$ cat src/hdl/q2e_pkg.sv
`timescale 1ns / 1ps
package q2e_pkg;

    // atan(2^-i) with pi = 2^31
    localparam int AtanLen = 24;
    localparam logic [31:0] ATAN_STEPS [AtanLen] = '{
        32'd536870912, 32'd316933406, 32'd167458907, 32'd85004756, 32'd42667331,
        32'd21354465, 32'd10679838, 32'd5340245, 32'd2670163, 32'd1335087,
        32'd667544, 32'd333772, 32'd166886, 32'd83443, 32'd41722, 32'd20861,
        32'd10430, 32'd5215, 32'd2608, 32'd1304, 32'd652, 32'd326, 32'd163,
        32'd81
    };

    // pole limit on t = xz - wy in q30
    localparam logic signed [33:0] POLE_LIMIT = 34'sd536869838;

    typedef enum logic [1:0] {
        POLE_NONE  = 2'd0,
        POLE_NORTH = 2'd1,
        POLE_SOUTH = 2'd2
    } pole_t;

    // per-stage sideband that rides with the data
    typedef struct packed {
        logic  vld;
        pole_t pole;
    } q2e_ctl_t;

endpackage

$ cat src/hdl/q2e_isqrt.sv
`timescale 1ns / 1ps
// pipelined restoring square root of a 62-bit value, two result bits per stage (one in the last)
module q2e_isqrt
    import q2e_pkg::*;
(
    input  logic        aclk,
    input  logic        en,
    input  logic [61:0] rad_in,
    output logic [30:0] root_out
);

    localparam int Bits  = 31;
    localparam int Steps = 16;

    logic [61:0] rem_reg  [Steps];
    logic [61:0] rad_reg  [Steps];
    logic [30:0] root_reg [Steps];

    // bit-by-bit digit recurrence, two digits per register (one in the last)
    always_ff @(posedge aclk) begin
        if (en) begin
            for (int s = 0; s < Steps; s++) begin
                logic [61:0] rm, rd;
                logic [30:0] rt;
                logic [63:0] trial;
                if (s == 0) begin
                    rm = '0;
                    rd = rad_in;
                    rt = '0;
                end else begin
                    rm = rem_reg[s-1];
                    rd = rad_reg[s-1];
                    rt = root_reg[s-1];
                end
                for (int k = 0; k < 2; k++) begin
                    if (2 * s + k < Bits) begin
                        rm = {rm[59:0], rd[61:60]};
                        rd = {rd[59:0], 2'b00};
                        trial = 64'({rt, 2'b01});
                        if ({2'b00, rm} >= trial) begin
                            rm = rm - trial[61:0];
                            rt = {rt[29:0], 1'b1};
                        end else begin
                            rt = {rt[29:0], 1'b0};
                        end
                    end
                end
                rem_reg[s]  <= rm;
                rad_reg[s]  <= rd;
                root_reg[s] <= rt;
            end
        end
    end

    assign root_out = root_reg[Steps-1];

endmodule

$ cat config.mk
export PLATFORM = sky130hd
export DESIGN_NAME = q2e_isqrt
export DESIGN_NICKNAME = d
export VERILOG_FILES = /design/src/hdl/q2e_pkg.sv /design/src/hdl/q2e_isqrt.sv
export SDC_FILE = /design/constraint.sdc
export NUM_CORES = 2
export LEC_CHECK = 0
export BUFFER_PORTS_ARGS = -buffer_cell sky130_fd_sc_hd__buf_2
export CAP_MARGIN = 20
export CORE_UTILIZATION = 61
export CTS_CLUSTER_SIZE = 24
export DETAILED_ROUTE_END_ITERATION = 16
export GPL_TIMING_DRIVEN = 1
export HOLD_SLACK_MARGIN = 0.08
export MAX_ROUTING_LAYER = met4
export PLACE_DENSITY = 0.77
export SYNTH_ARGS = -nofsm -noshare
export SYNTH_HDL_FRONTEND = slang
export SYNTH_SLANG_ARGS = --single-unit
$ cat constraint.sdc
create_clock -name aclk -period 7.1 [get_ports aclk]
set_input_delay 0.355 -clock aclk [delete_from_list [all_inputs] [get_ports aclk]]
set_output_delay 0.355 -clock aclk [all_outputs]
set_load 0.1 [all_outputs]
Word level (Yosys, flattened, before mapping)
Memory sizes are Yosys's and may differ from the RTL's.
Cells that the tools add are included.
{"block": "totals", "in_bits": 64, "n_memories": 3, "register_bits": 0, "mem_bits_rw": 2480, "wordCells": 270}
{"block": "classes", "n_addsub": 31, "n_lt_le_gt_ge": 31, "mux": 205}
{"name": "rad_reg", "words": 16, "width": 62, "rd": 15, "rd_ports_with_merged_regs": 0, "wr": 16, "line_no": "q2e_isqrt.sv:16", "source": "logic [61:0] rad_reg [Steps];"}
{"name": "rem_reg", "words": 16, "width": 62, "rd": 15, "rd_ports_with_merged_regs": 0, "wr": 16, "line_no": "q2e_isqrt.sv:15", "source": "logic [61:0] rem_reg [Steps];"}
{"name": "root_reg", "words": 16, "width": 31, "rd": 16, "rd_ports_with_merged_regs": 0, "wr": 16, "line_no": "q2e_isqrt.sv:17", "source": "logic [30:0] root_reg [Steps];"}
{"operator": "$mux 62", "count": 79}
{"operator": "$mux 60", "count": 46}
{"operator": "$ge 62x33->1", "count": 31}
{"operator": "$mux 31", "count": 47}
{"operator": "$sub 62x33->62", "count": 16}
{"operator": "$sub 60x33->60", "count": 15}
{"operator": "$mux 1", "count": 33}

Logic depth before layout (Yosys ltp)
{"block": "logic_depth", "word_depth": 7, "depth_mapped": 33}

Least setup slack after synthesis
No wires, ideal clock.
{"block": "synth_timing", "path_type": "flip-flop to flip-flop", "from": "memory root_reg[13][19] (netlist: root_reg[1][174])", "to": "memory rem_reg[14][51] (netlist: rem_reg[1][423]), data pin", "setup_ns": 0.270, "period_less_slack_ns": 6.526, "stages_incl_launch_ff": 31, "t_arrival_ns": 6.256, "required_time_ns": 6.830, "slack_ns": 0.574, "n_path_buf": 5, "path_cell_list": "edfxtp_1 -> inv_1 -> ha_1 -> clkbuf_1 -> a21o_1 -> o21bai_1 -> a21oi_1 -> nand2_1 -> or4bb_1 -> a21o_1 -> buf_2 -> inv_2 -> buf_2 -> buf_1 -> buf_1 -> o21ai_0 -> ha_1 -> a21o_1 -> a21o_1 -> a21o_1 -> a21o_1 -> a21o_1 -> a21o_1 -> a21oi_1 -> o21ai_0 -> o21ba_2 -> o21bai_1 -> nor2b_1 -> a2111oi_0 -> and4b_1 -> xor2_1"}
{"item": "start, declared", "line_no": "q2e_isqrt.sv:17"}
{"item": "end, declared", "line_no": "q2e_isqrt.sv:15"}

==> run metrics <==
Worst Hold Slack=0.203 ns; GR met1 Demand/Resource=50.6%; combinational power share=42.8%; leading area contributor after synthesis=edfxtp_1; crit share post-route=97.5%; number of synthesized flops with an enable pin=1,572; DR WL/cell=24.3 um; DR vias=90,978; Cell Rows=154; r2r worst-path depth=20; register area share after synthesis=43.6%; synth warn=0; fmax=144 MHz; Die Height=423 um; worst hold path class=input pin to flop; WL final=336,000 um; initial antenna violation count=24; cell depth of the worst hold path=2; Hold Crit Endpoint=rad_reg[0][48]$_DFFE_PP_; final instance area=0.119 mm2; worst skew pair latency=0.87 ns; Sw Pwr=15.9 mW; Reg power frac=34.4%; PwrDens=336 mW/mm2; H-tree Lvls=4; root buf cell=clkbuf_16; die width=423 um; Design Power=39.9 mW; met2 Use GR=56.1%; Fin. Hold Viols=0; Max Slew Vio Count=0; Tightest Pin Transition=1.14 ns; FF-to-FF setup slack=0.18 ns; Top FF cell, synth=edfxtp_1; Post-DP HPWL=260,000 um; post-synthesis cell area=0.108 mm2; status=finished clean; commonest non-fill, non-tap cell in the layout=edfxtp_1; Worst Path Required=7.72 ns; share of the synthesized area in the top cell type=43.6%; total track usage=37.5%; max FFs per register=851; RSZ-0062 raised after global routing=no; Setup-failing EPs final=0; clk_skew=0.0590 ns; Ports=95; critical path class=flop to flop; Relative slew margins=21.7%; largest net degree at the start of global routing=186; CTS Buf Count=169; Worst setup SP type=flop; RR Startpoint=root_reg[1][6]$_DFFE_PP_; area of the die=0.179 mm2; Buffers on Ports=94; CP max FO=19; Reg clk slew, reported paths=0.06 ns; Avg Vias per Cell=6.59; Initial Util=61.4%; P_int=23.9 mW; gr ovfl total=0; vias in the first global route=84,809; CTS tree=built; top cells by area, synth=edfxtp_1 (44%), xnor2_1 (7.0%), ha_1 (6.1%); Total Nets Final=11,902; global-route wire length before repair=506,000 um; Mapped Cells=11,094; hold path start=rad_in[44]; CP arrival=7.54 ns; synthesized area per cell=9.75 um2; DRC viols=0; fin cells=13,812; Tmin final=6.92 ns; initial DRC count=11,279; Post-Place Cells=13,405; CTS Sinks=1,572; VDD IR-drop max=0.341 mV; DRT Pass-1 Iters=7; sw frac=40.0%; Placer Congestion=1.05; share of post-route cells with drive strength above 1=8.35%; crit path capture type=flop; global route hottest layer=met2; Core Footprint=0.176 mm2; met3 Track Usage GR=6.55%; Leak=43.5 nW; Max Buffers Root-to-Sink=3; synthesis-to-layout area growth=9.73%; RR Endpoint=rem_reg[1][109]$_DFFE_PP_; Cell Area, Placed=0.112 mm2; max_cap viols=0; Synth async-reset ratio=0%; Detail Route Antenna Nets=0; Clock power frac=22.8%; Netlist cell types=115; most frequent cells in the layout=edfxtp_1 (1,572), nand2_1 (935), nor2_1 (912); flop and latch count out of synthesis=1,572
## cell type report
type                    instances  area, um2
multi-input cells            8628      57600
fillers                     13616      57400
flip-flops and latches       1572      47200
clock buffers                 192       4320
repair buffers                432       3360
well taps                    2340       2930
inverters                     510       1920
clock inverters               121       1400
diodes                         17       42.5
## stage by stage
stage	setup slack (ns)	setup TNS, ns	utilization, %
floorplan	0.574	0	-
global placement	-0.0760	-0.283	63.6
detailed placement	-0.226	-4.53	63.6
CTS	0.00310	0	67.3
global route	0.00607	0	67.4
finish	0.177	0	67.4
## synth_stat cells, drive strengths merged, types with 34 or more instances
master / n
nand3b: 50
nand4b: 36
a21oi: 665
or2: 119
nand3: 322
nand2b: 125
and4: 55
and3: 104
nor4: 298
or4: 122
nand4: 242
a211oi: 70
o31a: 34
nor2: 916
nor2b: 83
o21bai: 56
buf: 126
nand2: 936
o211ai: 76
edfxtp: 1572
a211o: 34
ha: 525
and2: 102
nor3b: 56
nor4b: 66
inv: 508
clkbuf: 260
o21a: 96
o31ai: 97
or3: 201
o21ai: 485
a31oi: 77
xor2: 508
mux2: 85
a21o: 287
nor3: 416
xnor2: 867
## worst max-delay path by stage
stage / to / depth (start not counted) / from / slack [ns]
2_1_floorplan: rem_reg[1][423]$_DFFE_PP_ / 30 / root_reg[1][174]$_DFFE_PP_ / 0.57
3_3_place_gp: rem_reg[1][296]$_DFFE_PP_ / 25 / root_reg[1][100]$_DFFE_PP_ / -0.08
3_5_place_dp: rem_reg[1][265]$_DFFE_PP_ / 25 / root_reg[1][99]$_DFFE_PP_ / -0.23
4_1_cts: rem_reg[1][265]$_DFFE_PP_ / 25 / root_reg[1][100]$_DFFE_PP_ / 0.003
5_1_grt: rem_reg[1][189]$_DFFE_PP_ / 24 / rem_reg[1][148]$_DFFE_PP_ / 0.006
6_report: rem_reg[1][109]$_DFFE_PP_ / 20 / root_reg[1][6]$_DFFE_PP_ / 0.18
## power groups by stage
stage	Sequential, mW	Clock (mW)	Combinational (mW)
2_1_floorplan	12.9	0	12.2
3_3_place_gp	13.8	0	16.1
3_5_place_dp	13.8	0	16.4
4_1_cts	13.6	9.18	16.6
5_1_grt	13.8	9.52	18.4
6_report	13.7	9.09	17.0
## worst max-delay path, cell delays in order (launching register included)
cell	delay, ns
edfxtp_1	0.52
inv_1	0.17
ha_1	0.42
nand4_1	0.24
or4_1	0.55
or4_1	0.58
o211a_2	0.36
nand3_2	0.23
buf_4	0.23
buf_4	0.26
mux2_2	0.41
ha_1	0.39
nand2_1	0.08
or3_1	0.39
nor4_1	0.47
buf_4	0.20
a31o_2	0.20
nor3_4	0.10
nor4b_1	0.37
o21ba_2	0.18
xor2_1	0.37
## layer usage
metal / vias up / share of wire, % / wire length (um)
li1: 41768 / - / -
met1: 43601 / 41 / 139000
met2: 4808 / 45 / 150000
met3: 801 / 9.5 / 32000
met4: 0 / 4.6 / 15300
met5: - / 0 / 0
## repair_timing
action / 4_1_cts / 5_1_grt
setup buffers: 0 / 11
setup endpoints to repair: 52 / 160
endpoints found under the hold margin: 85 / 0
hold buffers: 65 / 0
gates resized for setup: 2 / 27
pin swaps: 0 / 4
## logic make-up (layout without fill, tap and decap cells)
group / count (synthesis) / count (layout) / share of synthesized area, %
flops: 1572 / 1572 / 43.6
buf+inv: 896 / 1255 / 3.33
mux: 118 / 118 / 1.20
compound gates: 2287 / 2287 / 13.6
simple gates: 4320 / 4320 / 21.0
fa+ha+maj: 525 / 525 / 6.07
xor+xnor: 1375 / 1375 / 11.1
other cells: 1 / 20 / 0.00347
Power figures use the tool's default switching activity.
