**src/hdl/q2e_pkg.sv**
```systemverilog
`timescale 1ns / 1ps
package q2e_pkg;

    // atan(2^-i) with pi = 2^31
    localparam int AtanLen = 24;
    localparam logic [31:0] ATAN_STEPS [AtanLen] = '{
        32'd536870912, 32'd316933406, 32'd167458907, 32'd85004756, 32'd42667331,
        32'd21354465, 32'd10679838, 32'd5340245, 32'd2670163, 32'd1335087,
        32'd667544, 32'd333772, 32'd166886, 32'd83443, 32'd41722, 32'd20861,
        32'd10430, 32'd5215, 32'd2608, 32'd1304, 32'd652, 32'd326, 32'd163,
        32'd81
    };

    // pole limit on t = xz - wy in q30
    localparam logic signed [33:0] POLE_LIMIT = 34'sd536869838;

    typedef enum logic [1:0] {
        POLE_NONE  = 2'd0,
        POLE_NORTH = 2'd1,
        POLE_SOUTH = 2'd2
    } pole_t;

    // per-stage sideband that rides with the data
    typedef struct packed {
        logic  vld;
        pole_t pole;
    } q2e_ctl_t;

endpackage

```
**src/hdl/q2e_cordic_stage.sv**
```systemverilog
`timescale 1ns / 1ps
// one vectoring cordic micro-rotation with output register and stall hold
module q2e_cordic_stage
    import q2e_pkg::*;
#(
    parameter int DW    = 36,
    parameter int AW    = 16,
    parameter int STAGE = 0
) (
    input  logic                 aclk,
    input  logic                 en,
    input  logic signed [DW-1:0] x_in,
    input  logic signed [DW-1:0] y_in,
    input  logic signed [AW-1:0] z_in,
    output logic signed [DW-1:0] x_out,
    output logic signed [DW-1:0] y_out,
    output logic signed [AW-1:0] z_out
);

    localparam int           Sh   = 32 - AW;
    localparam logic [32:0]  Rnd  = (Sh == 0) ? 33'd0 : (33'd1 << (Sh - 1));
    localparam logic [32:0]  Sum  = {1'b0, ATAN_STEPS[STAGE % AtanLen]} + Rnd;
    localparam logic [32:0]  Step = Sum >> Sh;

    logic signed [DW-1:0] x_reg, y_reg, x_next, y_next;
    logic signed [AW-1:0] z_reg, z_next;
    logic signed [DW-1:0] dx, dy;

    // rotate toward the x axis
    always_comb begin
        dx = y_in >>> STAGE;
        dy = x_in >>> STAGE;
        if (y_in > 0) begin
            x_next = x_in + dx;
            y_next = y_in - dy;
            z_next = z_in + Step[AW-1:0];
        end else begin
            x_next = x_in - dx;
            y_next = y_in + dy;
            z_next = z_in - Step[AW-1:0];
        end
    end

    always_ff @(posedge aclk) begin
        if (en) begin
            x_reg <= x_next;
            y_reg <= y_next;
            z_reg <= z_next;
        end
    end

    assign x_out = x_reg;
    assign y_out = y_reg;
    assign z_out = z_reg;

endmodule

```
**src/hdl/q2e_atan2.sv**
```systemverilog
`timescale 1ns / 1ps
// atan2 by vectoring cordic: quadrant fold, cordic stages, rounding or scaling to 16 bits
module q2e_atan2
    import q2e_pkg::*;
#(
    parameter int DW     = 36,
    parameter int AW     = 16,
    parameter int STAGES = 16
) (
    input  logic                 aclk,
    input  logic                 en,
    input  logic signed [DW-1:0] y_in,
    input  logic signed [DW-1:0] x_in,
    output logic signed [15:0]   angle_out
);

    localparam int NSt = (STAGES < AtanLen) ? STAGES : AtanLen;
    localparam int ZW  = (AW > 16) ? AW + 1 : 17;

    logic signed [DW-1:0] xs [NSt+1];
    logic signed [DW-1:0] ys [NSt+1];
    logic signed [AW-1:0] zs [NSt+1];
    logic                 zero_pipe_reg [NSt+1];
    logic signed [DW-1:0] fx_reg, fy_reg;
    logic signed [AW-1:0] fz_reg;
    logic signed [15:0]   ang_reg;
    logic signed [ZW-1:0] zr;

    localparam logic signed [AW-1:0] HalfPi = AW'(1) <<< (AW - 2);

    // quadrant fold into the right half plane
    always_ff @(posedge aclk) begin
        if (en) begin
            zero_pipe_reg[0] <= (x_in == '0) && (y_in == '0);
            if (x_in < 0 && y_in >= 0) begin
                fx_reg <= y_in;
                fy_reg <= -x_in;
                fz_reg <= HalfPi;
            end else if (x_in < 0) begin
                fx_reg <= -y_in;
                fy_reg <= x_in;
                fz_reg <= -HalfPi;
            end else begin
                fx_reg <= x_in;
                fy_reg <= y_in;
                fz_reg <= '0;
            end
        end
    end

    assign xs[0] = fx_reg;
    assign ys[0] = fy_reg;
    assign zs[0] = fz_reg;

    for (genvar g = 0; g < NSt; g++) begin : g_st
        q2e_cordic_stage #(.DW(DW), .AW(AW), .STAGE(g)) u_st (
            .aclk  (aclk),
            .en    (en),
            .x_in  (xs[g]),
            .y_in  (ys[g]),
            .z_in  (zs[g]),
            .x_out (xs[g+1]),
            .y_out (ys[g+1]),
            .z_out (zs[g+1])
        );
        always_ff @(posedge aclk) begin
            if (en) begin
                zero_pipe_reg[g+1] <= zero_pipe_reg[g];
            end
        end
    end

    // round half up to 16 bits or scale up
    if (AW > 16) begin : g_rnd
        always_comb begin
            zr = (ZW'(zs[NSt]) + (ZW'(1) <<< (AW - 17))) >>> (AW - 16);
        end
    end else begin : g_scl
        always_comb begin
            zr = ZW'(zs[NSt]) <<< (16 - AW);
        end
    end

    always_ff @(posedge aclk) begin
        if (en) begin
            ang_reg <= zero_pipe_reg[NSt] ? 16'sd0 : zr[15:0];
        end
    end

    assign angle_out = ang_reg;

endmodule

```
**config.mk**
```make
export PLATFORM = sky130hd
export DESIGN_NAME = q2e_atan2
export DESIGN_NICKNAME = d
export VERILOG_FILES = /design/src/hdl/q2e_pkg.sv /design/src/hdl/q2e_cordic_stage.sv /design/src/hdl/q2e_atan2.sv
export SDC_FILE = /design/constraint.sdc
export NUM_CORES = 2
export LEC_CHECK = 0
export ABC_AREA = 0
export BUFFER_PORTS_ARGS = -buffer_cell sky130_fd_sc_hd__buf_4
export CELL_PAD_IN_SITES_DETAIL_PLACEMENT = 2
export CELL_PAD_IN_SITES_GLOBAL_PLACEMENT = 2
export CORE_AREA = 3 3 512 514
export DETAILED_ROUTE_END_ITERATION = 10
export DIE_AREA = 0 0 515 517
export GPL_TIMING_DRIVEN = 0
export MAX_ROUTING_LAYER = met4
export PLACE_DENSITY = 0.82
export SETUP_SLACK_MARGIN = 0.5
export SLEW_MARGIN = 20
export SYNTH_ARGS = -nofsm -noshare
export SYNTH_HDL_FRONTEND = slang
export SYNTH_SLANG_ARGS = --single-unit
export TNS_END_PERCENT = 100
```
**constraint.sdc**
```tcl
create_clock -name aclk -period 7.5 [get_ports aclk]
set_input_delay 1.125 -clock aclk [delete_from_list [all_inputs] [get_ports aclk]]
set_output_delay 1.125 -clock aclk [all_outputs]
set_load 0.03 [all_outputs]
```
; ---- Word level (Yosys, flattened, before mapping)
; Memory sizes are Yosys's and may differ from the RTL's.
; Index checks and enable logic that the tools add are counted.
[word_totals]
register_bits = 1332
ram_bits = 17
in_bits = 74
output_inout_bits = 16
elab_cells = 203
n_memories = 1
[memory_table]
columns = memory, words, width, read_ports, rd_ports_with_merged_regs, wr, line
row1 = zero_pipe_reg, 17, 1, 17, 0, 17, q2e_atan2.sv:23  ; logic zero_pipe_reg [NSt+1];
[classes]
add_sub_neg = 85
n_lt_le_gt_ge = 17
muxes = 49
n_reduce_logical = 4
[ops]
columns = cell, count
row1 = 36-bit 2-to-1 mux, 31
row2 = 36-bit by 1-bit greater-than comparator with 1-bit output (second input constant), 15
row3 = 16-bit 2-to-1 mux, 16
row4 = 36-bit by 24-bit adder with 36-bit output, 2
row5 = 36-bit by 25-bit adder with 36-bit output, 2
row6 = 36-bit by 26-bit adder with 36-bit output, 2
row7 = 36-bit by 27-bit adder with 36-bit output, 2
row8 = 36-bit by 28-bit adder with 36-bit output, 2
row9 = 36-bit by 29-bit adder with 36-bit output, 2
row10 = 36-bit by 30-bit adder with 36-bit output, 2
row11 = 36-bit by 31-bit adder with 36-bit output, 2
row12 = 36-bit by 32-bit adder with 36-bit output, 2
row13 = 36-bit by 33-bit adder with 36-bit output, 2
row14 = 36-bit by 34-bit adder with 36-bit output, 2
row15 = 36-bit by 35-bit adder with 36-bit output, 2
row16 = 36-bit zero test, 2
row17 = 36-bit negation, 2
row18 = 36-bit by 24-bit subtractor with 36-bit output, 2
row19 = 36-bit by 25-bit subtractor with 36-bit output, 2
row20 = 36-bit by 26-bit subtractor with 36-bit output, 2
row21 = 36-bit by 27-bit subtractor with 36-bit output, 2
row22 = 36-bit by 28-bit subtractor with 36-bit output, 2
row23 = 36-bit by 29-bit subtractor with 36-bit output, 2
row24 = 36-bit by 30-bit subtractor with 36-bit output, 2
row25 = 41 further kinds, 51

; ---- Depth between registers and ports, before layout
[depth]
depth_word = 3
depth_mapped = 27
depth_no_buf = 25

; ---- Hierarchy
; Synthesis repeated with hierarchy kept, for this count alone.
[hier_totals]
hier_cells = 14831
hier_area_um2 = 137588.2
[by_module_without_submodules]
columns = module, n_inst, cells_each, area_per_inst_um2, seq_area_each_um2
row1 = q2e_cordic_stage at g_st[0].u_st, 1, 1055, 8946.1, 2612.5
row2 = q2e_cordic_stage at g_st[12].u_st, 1, 930, 8449.4, 2642.5
row3 = q2e_cordic_stage at g_st[8].u_st, 1, 926, 8379.3, 2642.5
row4 = q2e_cordic_stage at g_st[2].u_st, 1, 908, 8373.0, 2642.5
row5 = q2e_cordic_stage at g_st[7].u_st, 1, 910, 8366.8, 2642.5
row6 = q2e_cordic_stage at g_st[6].u_st, 1, 901, 8365.5, 2642.5
row7 = q2e_cordic_stage at g_st[1].u_st, 1, 908, 8355.5, 2642.5
row8 = q2e_cordic_stage at g_st[4].u_st, 1, 904, 8345.5, 2642.5
row9 = q2e_cordic_stage at g_st[13].u_st, 1, 916, 8311.7, 2642.5
row10 = q2e_cordic_stage at g_st[3].u_st, 1, 884, 8232.9, 2642.5
row11 = q2e_cordic_stage at g_st[9].u_st, 1, 866, 8134.1, 2642.5
row12 = q2e_cordic_stage at g_st[11].u_st, 1, 857, 8092.8, 2642.5
row13 = q2e_cordic_stage at g_st[5].u_st, 1, 855, 8042.7, 2642.5
row14 = q2e_cordic_stage at g_st[10].u_st, 1, 853, 7993.9, 2642.5
row15 = +3 rows, n/a, n/a, n/a, n/a

; ---- Least setup slack after synthesis
; OpenSTA, ideal clock, no wires.
[synth_path]
kind = register to register
start = reg g_st[3].u_st.y_reg[14]
end = reg g_st[4].u_st.y_reg[32] (data pin)
setup_time_ns = 0.258
arrival_ns = 6.129
required_ns = 7.242
slack_ns = 1.112
stages_incl_launch_ff = 22
path_buffers = 2
period_less_slack_ns = 6.388
cell_sequence = edfxtp_1 -> or4_1 -> or3_1 -> or4_1 -> clkbuf_1 -> nor4_1 -> a21oi_1 -> clkbuf_1 -> nand2_1 -> o21ai_0 -> fa_1 -> a21oi_1 -> o221ai_1 -> a221oi_1 -> o21bai_1 -> a311oi_1 -> o32ai_1 -> a21bo_2 -> a2111o_1 -> a31o_2 -> a21oi_1 -> xnor2_1
[synth_between]
elab_chain_cells = 2
elab_cells_between_ends = 4
classes_between = 2 x add/sub / 1 x order compare / 1 x mux
[synth_lines]
columns = element, line
row1 = from (decl), q2e_cordic_stage.sv:25  ; logic signed [DW-1:0] x_reg, y_reg, x_next, y_next;
row2 = from (signal assigned), q2e_cordic_stage.sv:47  ; y_reg <= y_next;
row3 = "36-bit by 32-bit adder with 36-bit output, or another cell as far along", q2e_cordic_stage.sv:39  ; y_next = y_in + dy;
row4 = 36-bit 2-to-1 mux *, q2e_cordic_stage.sv:33  ; if (y_in > 0) begin
row5 = net g_st[4].u_st.y_next[32], q2e_cordic_stage.sv:25
row6 = to (signal assigned), q2e_cordic_stage.sv:47
row7 = to (decl), q2e_cordic_stage.sv:25
; Mark *: on every way through the listed nets, which the timed path passes. The rest lies on a longest branch.
; A chain may end at the register's enable or synchronous reset.

; ---- Final worst setup path
[layout_path]
start = reg g_st[8].u_st.y_reg[12]
end = reg g_st[9].u_st.x_reg[34] (data pin)
[layout_between]
elab_chain_cells = 2
elab_cells_between_ends = 4
classes_between = 2 x add/sub / 1 x order compare / 1 x mux
[layout_lines]
columns = element, line
row1 = from (decl), q2e_cordic_stage.sv:25
row2 = from (signal assigned), q2e_cordic_stage.sv:47
row3 = "36-bit by 27-bit subtractor with 36-bit output, or another cell as far along", q2e_cordic_stage.sv:38  ; x_next = x_in - dx;
row4 = 36-bit 2-to-1 mux *, q2e_cordic_stage.sv:33
row5 = net g_st[9].u_st.x_next[34], q2e_cordic_stage.sv:25
row6 = to (signal assigned), q2e_cordic_stage.sv:46  ; x_reg <= x_next;
row7 = to (decl), q2e_cordic_stage.sv:25
; Marked as above.

==> run metrics <==
Synth-to-Final Area Change=11.7%; first-pass GRT wire length=645 mm; Nets=roughly 13000; Post-DP Area=116000 sq um; Placed Instances=15200; Ports=90; outcome=finished, final reports clean; Worst Path Max Fanout=10; clock root buffer=clkbuf_16; routed len/inst=27.3 um; hpwl dp=330 mm; Worst setup SP type=flop; Worst R2R Start=g_st[8].u_st.y_out[12]; maxcap violations=0; GPL Wtd Cong=0.975; max reg flops=approximately 500; M1 GR Usage=0.386; syn_area_per_cell=9.45 sq um; final antenna-violating net count=0; Initial Utilization=0.430; required time worst endpoint=8.06 ns; htree depth=4; Clk Latency, worst-skew pair=0.89 ns; highest clock rate=143 MHz; Critical Path AT=7.58 ns; final number of setup-violating endpoints=0; vias per cell=about 6.2; Site Rows=186; detailed-route via count=between 90000 and 100k; number of global-route vias before repair=104000; worst slew pin tran=1.22 ns; ratio of cells with drive above 1 in the final layout=0.0687; Final min period=between 7 and 8 ns; die width=515 um; # DRC=0; # hold bufs at CTS=0; CTS buffer count=167; pin count of the biggest net entering global routing=~160; Seq/Total Area, Yosys=0.347; Mapped Cells=11700; clk_skew=0.102 ns; total track usage=0.316; Crit. End Element=flop; CTS tree=built; most common cell after layout, fill and taps aside=edfxtp_1; warnings from Yosys=0; # clock sinks=1278; Post-Route Utilization=0.480; non-filler instance count after layout=15600; grt total ovfl=0; most frequent cells in the layout=1278 x edfxtp_1, 1185 x ha_1, 1095 x xnor2_1; area of the die=266000 sq um; Cell Area, Synth=111000 sq um; initial antenna violation count=13; initial drt markers=6896; GR peak layer=met2; Final Hold Viols=0; Netlist cell types=94; final instance area=approximately 120000 sq um; # port buffers=between 80 and 90; period utilization=0.935; worst min-delay path class=flop to flop; met3 GRT Util=0.0336; Post-synth EDFFs=1278; CTS max path bufs=4; Final Slew Violations=0; RSZ-0062 raised after global routing=false; Slew headroom=0.181; hold path startpoint=zero_pipe_reg[0][9]; core footprint=about 260000 sq um; CTS clock-pin slew for the worst setup and hold paths=0.06 ns; Syn Nets=13000; Routed WL=425 mm; Die Y=517 um; met2 Usage GRT=0.558; top_reg_cell synth=edfxtp_1; TNS Setup=0 ns; Synth async-reset ratio=0; DRT Pass-1 Iters=5; crit path launch=g_st[8].u_st.y_out[12]; #FFs+latches synth=1278; critical path class=flop to flop
[synth_stat cells, drive strengths merged (53+ instances only)]
cell	number	area (sq um)
inv	484	1820
or4	78	589
o31ai	190	1430
and3	78	488
xor2	663	5810
or3	124	786
nand4	93	612
o21bai	160	1200
xnor2	1103	9660
and2	53	332
o21ai	754	3780
a21oi	1116	5590
nand2b	197	1230
o21a	162	1220
a31oi	92	576
nor3	220	1100
a21o	555	4170
edfxtp	1278	38400
nor2	963	3630
nand3	171	856
or2	54	338
nor2b	170	1070
nand2	642	2410
nor4	115	726
a211oi	85	638
ha	1187	14900
clkbuf	198	744
o41ai	91	820
[worst max-delay path, stage by stage (launching register included)]
cell      delay, ns
edfxtp_1       0.49
or3_1          0.46
or3_4          0.39
or4_4          0.45
or4_4          0.49
buf_6          0.16
nor2_4         0.23
nand4_4        0.19
nor2b_4        0.18
buf_6          0.16
buf_6          0.16
o31ai_1        0.10
xor2_1         0.34
ha_2           0.37
a21o_1         0.18
a21o_1         0.21
a211oi_2       0.28
o31ai_4        0.16
a211oi_4       0.33
o21a_4         0.22
o311a_4        0.23
o21bai_1       0.06
a21o_1         0.26
a221oi_4       0.43
xnor2_4        0.19
[path summary, 6_finish.rpt]
path                                               end  slack (ns)  cells after the start
worst max register to register  g_st[9].u_st.x_out[34]        0.49                     24
worst min register to register    zero_pipe_reg[0][10]        0.33                      0
worst max-delay path            g_st[9].u_st.x_out[34]        0.49                     24
worst min-delay path              zero_pipe_reg[0][10]        0.33                      0
[metrics by stage]
stage          setup slack [ns]  hold slack, ns
2_1_floorplan              1.11           0.400
3_3_place_gp              -5.98           0.400
3_5_place_dp              -1.72           0.405
4_1_cts                   0.445           0.333
5_1_grt                   0.386           0.347
6_report                  0.486           0.329
[layer usage]
layer / wire length, um / share of wire
met1: 179000 / 0.42
met2: 216000 / 0.51
met3: 18400 / 0.043
met4: 11400 / 0.027
met5: 0 / 0
[area by class of cell]
type                       count  area [sq um]
fill                       27200        134000
multi-input combinational   9691         70800
sequential                  1278         38400
clock buffer                 189          4300
tap                         3384          4230
inverter                     496          1900
timing repair buffer         202          1750
buffer                       238          1190
clock inverter                96           912
antenna                        7          17.5
timing repair inverter         1          5.00
[logic make-up after synthesis]
family,count (synthesis),share of synthesized area
simple gates,3034,0.134
other cells,1,0.0000339
xor+xnor,1766,0.140
compound gates,3626,0.209
fa+ha+maj,1224,0.141
mux,40,0.00376
flops,1278,0.347
buf+inv,734,0.0258
[repair_timing]
action,4_1_cts,5_1_grt
buffers inserted,26,75
pin swaps,20,47
gates cloned,0,2
gates resized for setup,228,200
endpoints found under the setup margin,480,179
Power is not shown: default switching activity piles up to over one toggle a cycle in this logic, so the estimate is an artifact.
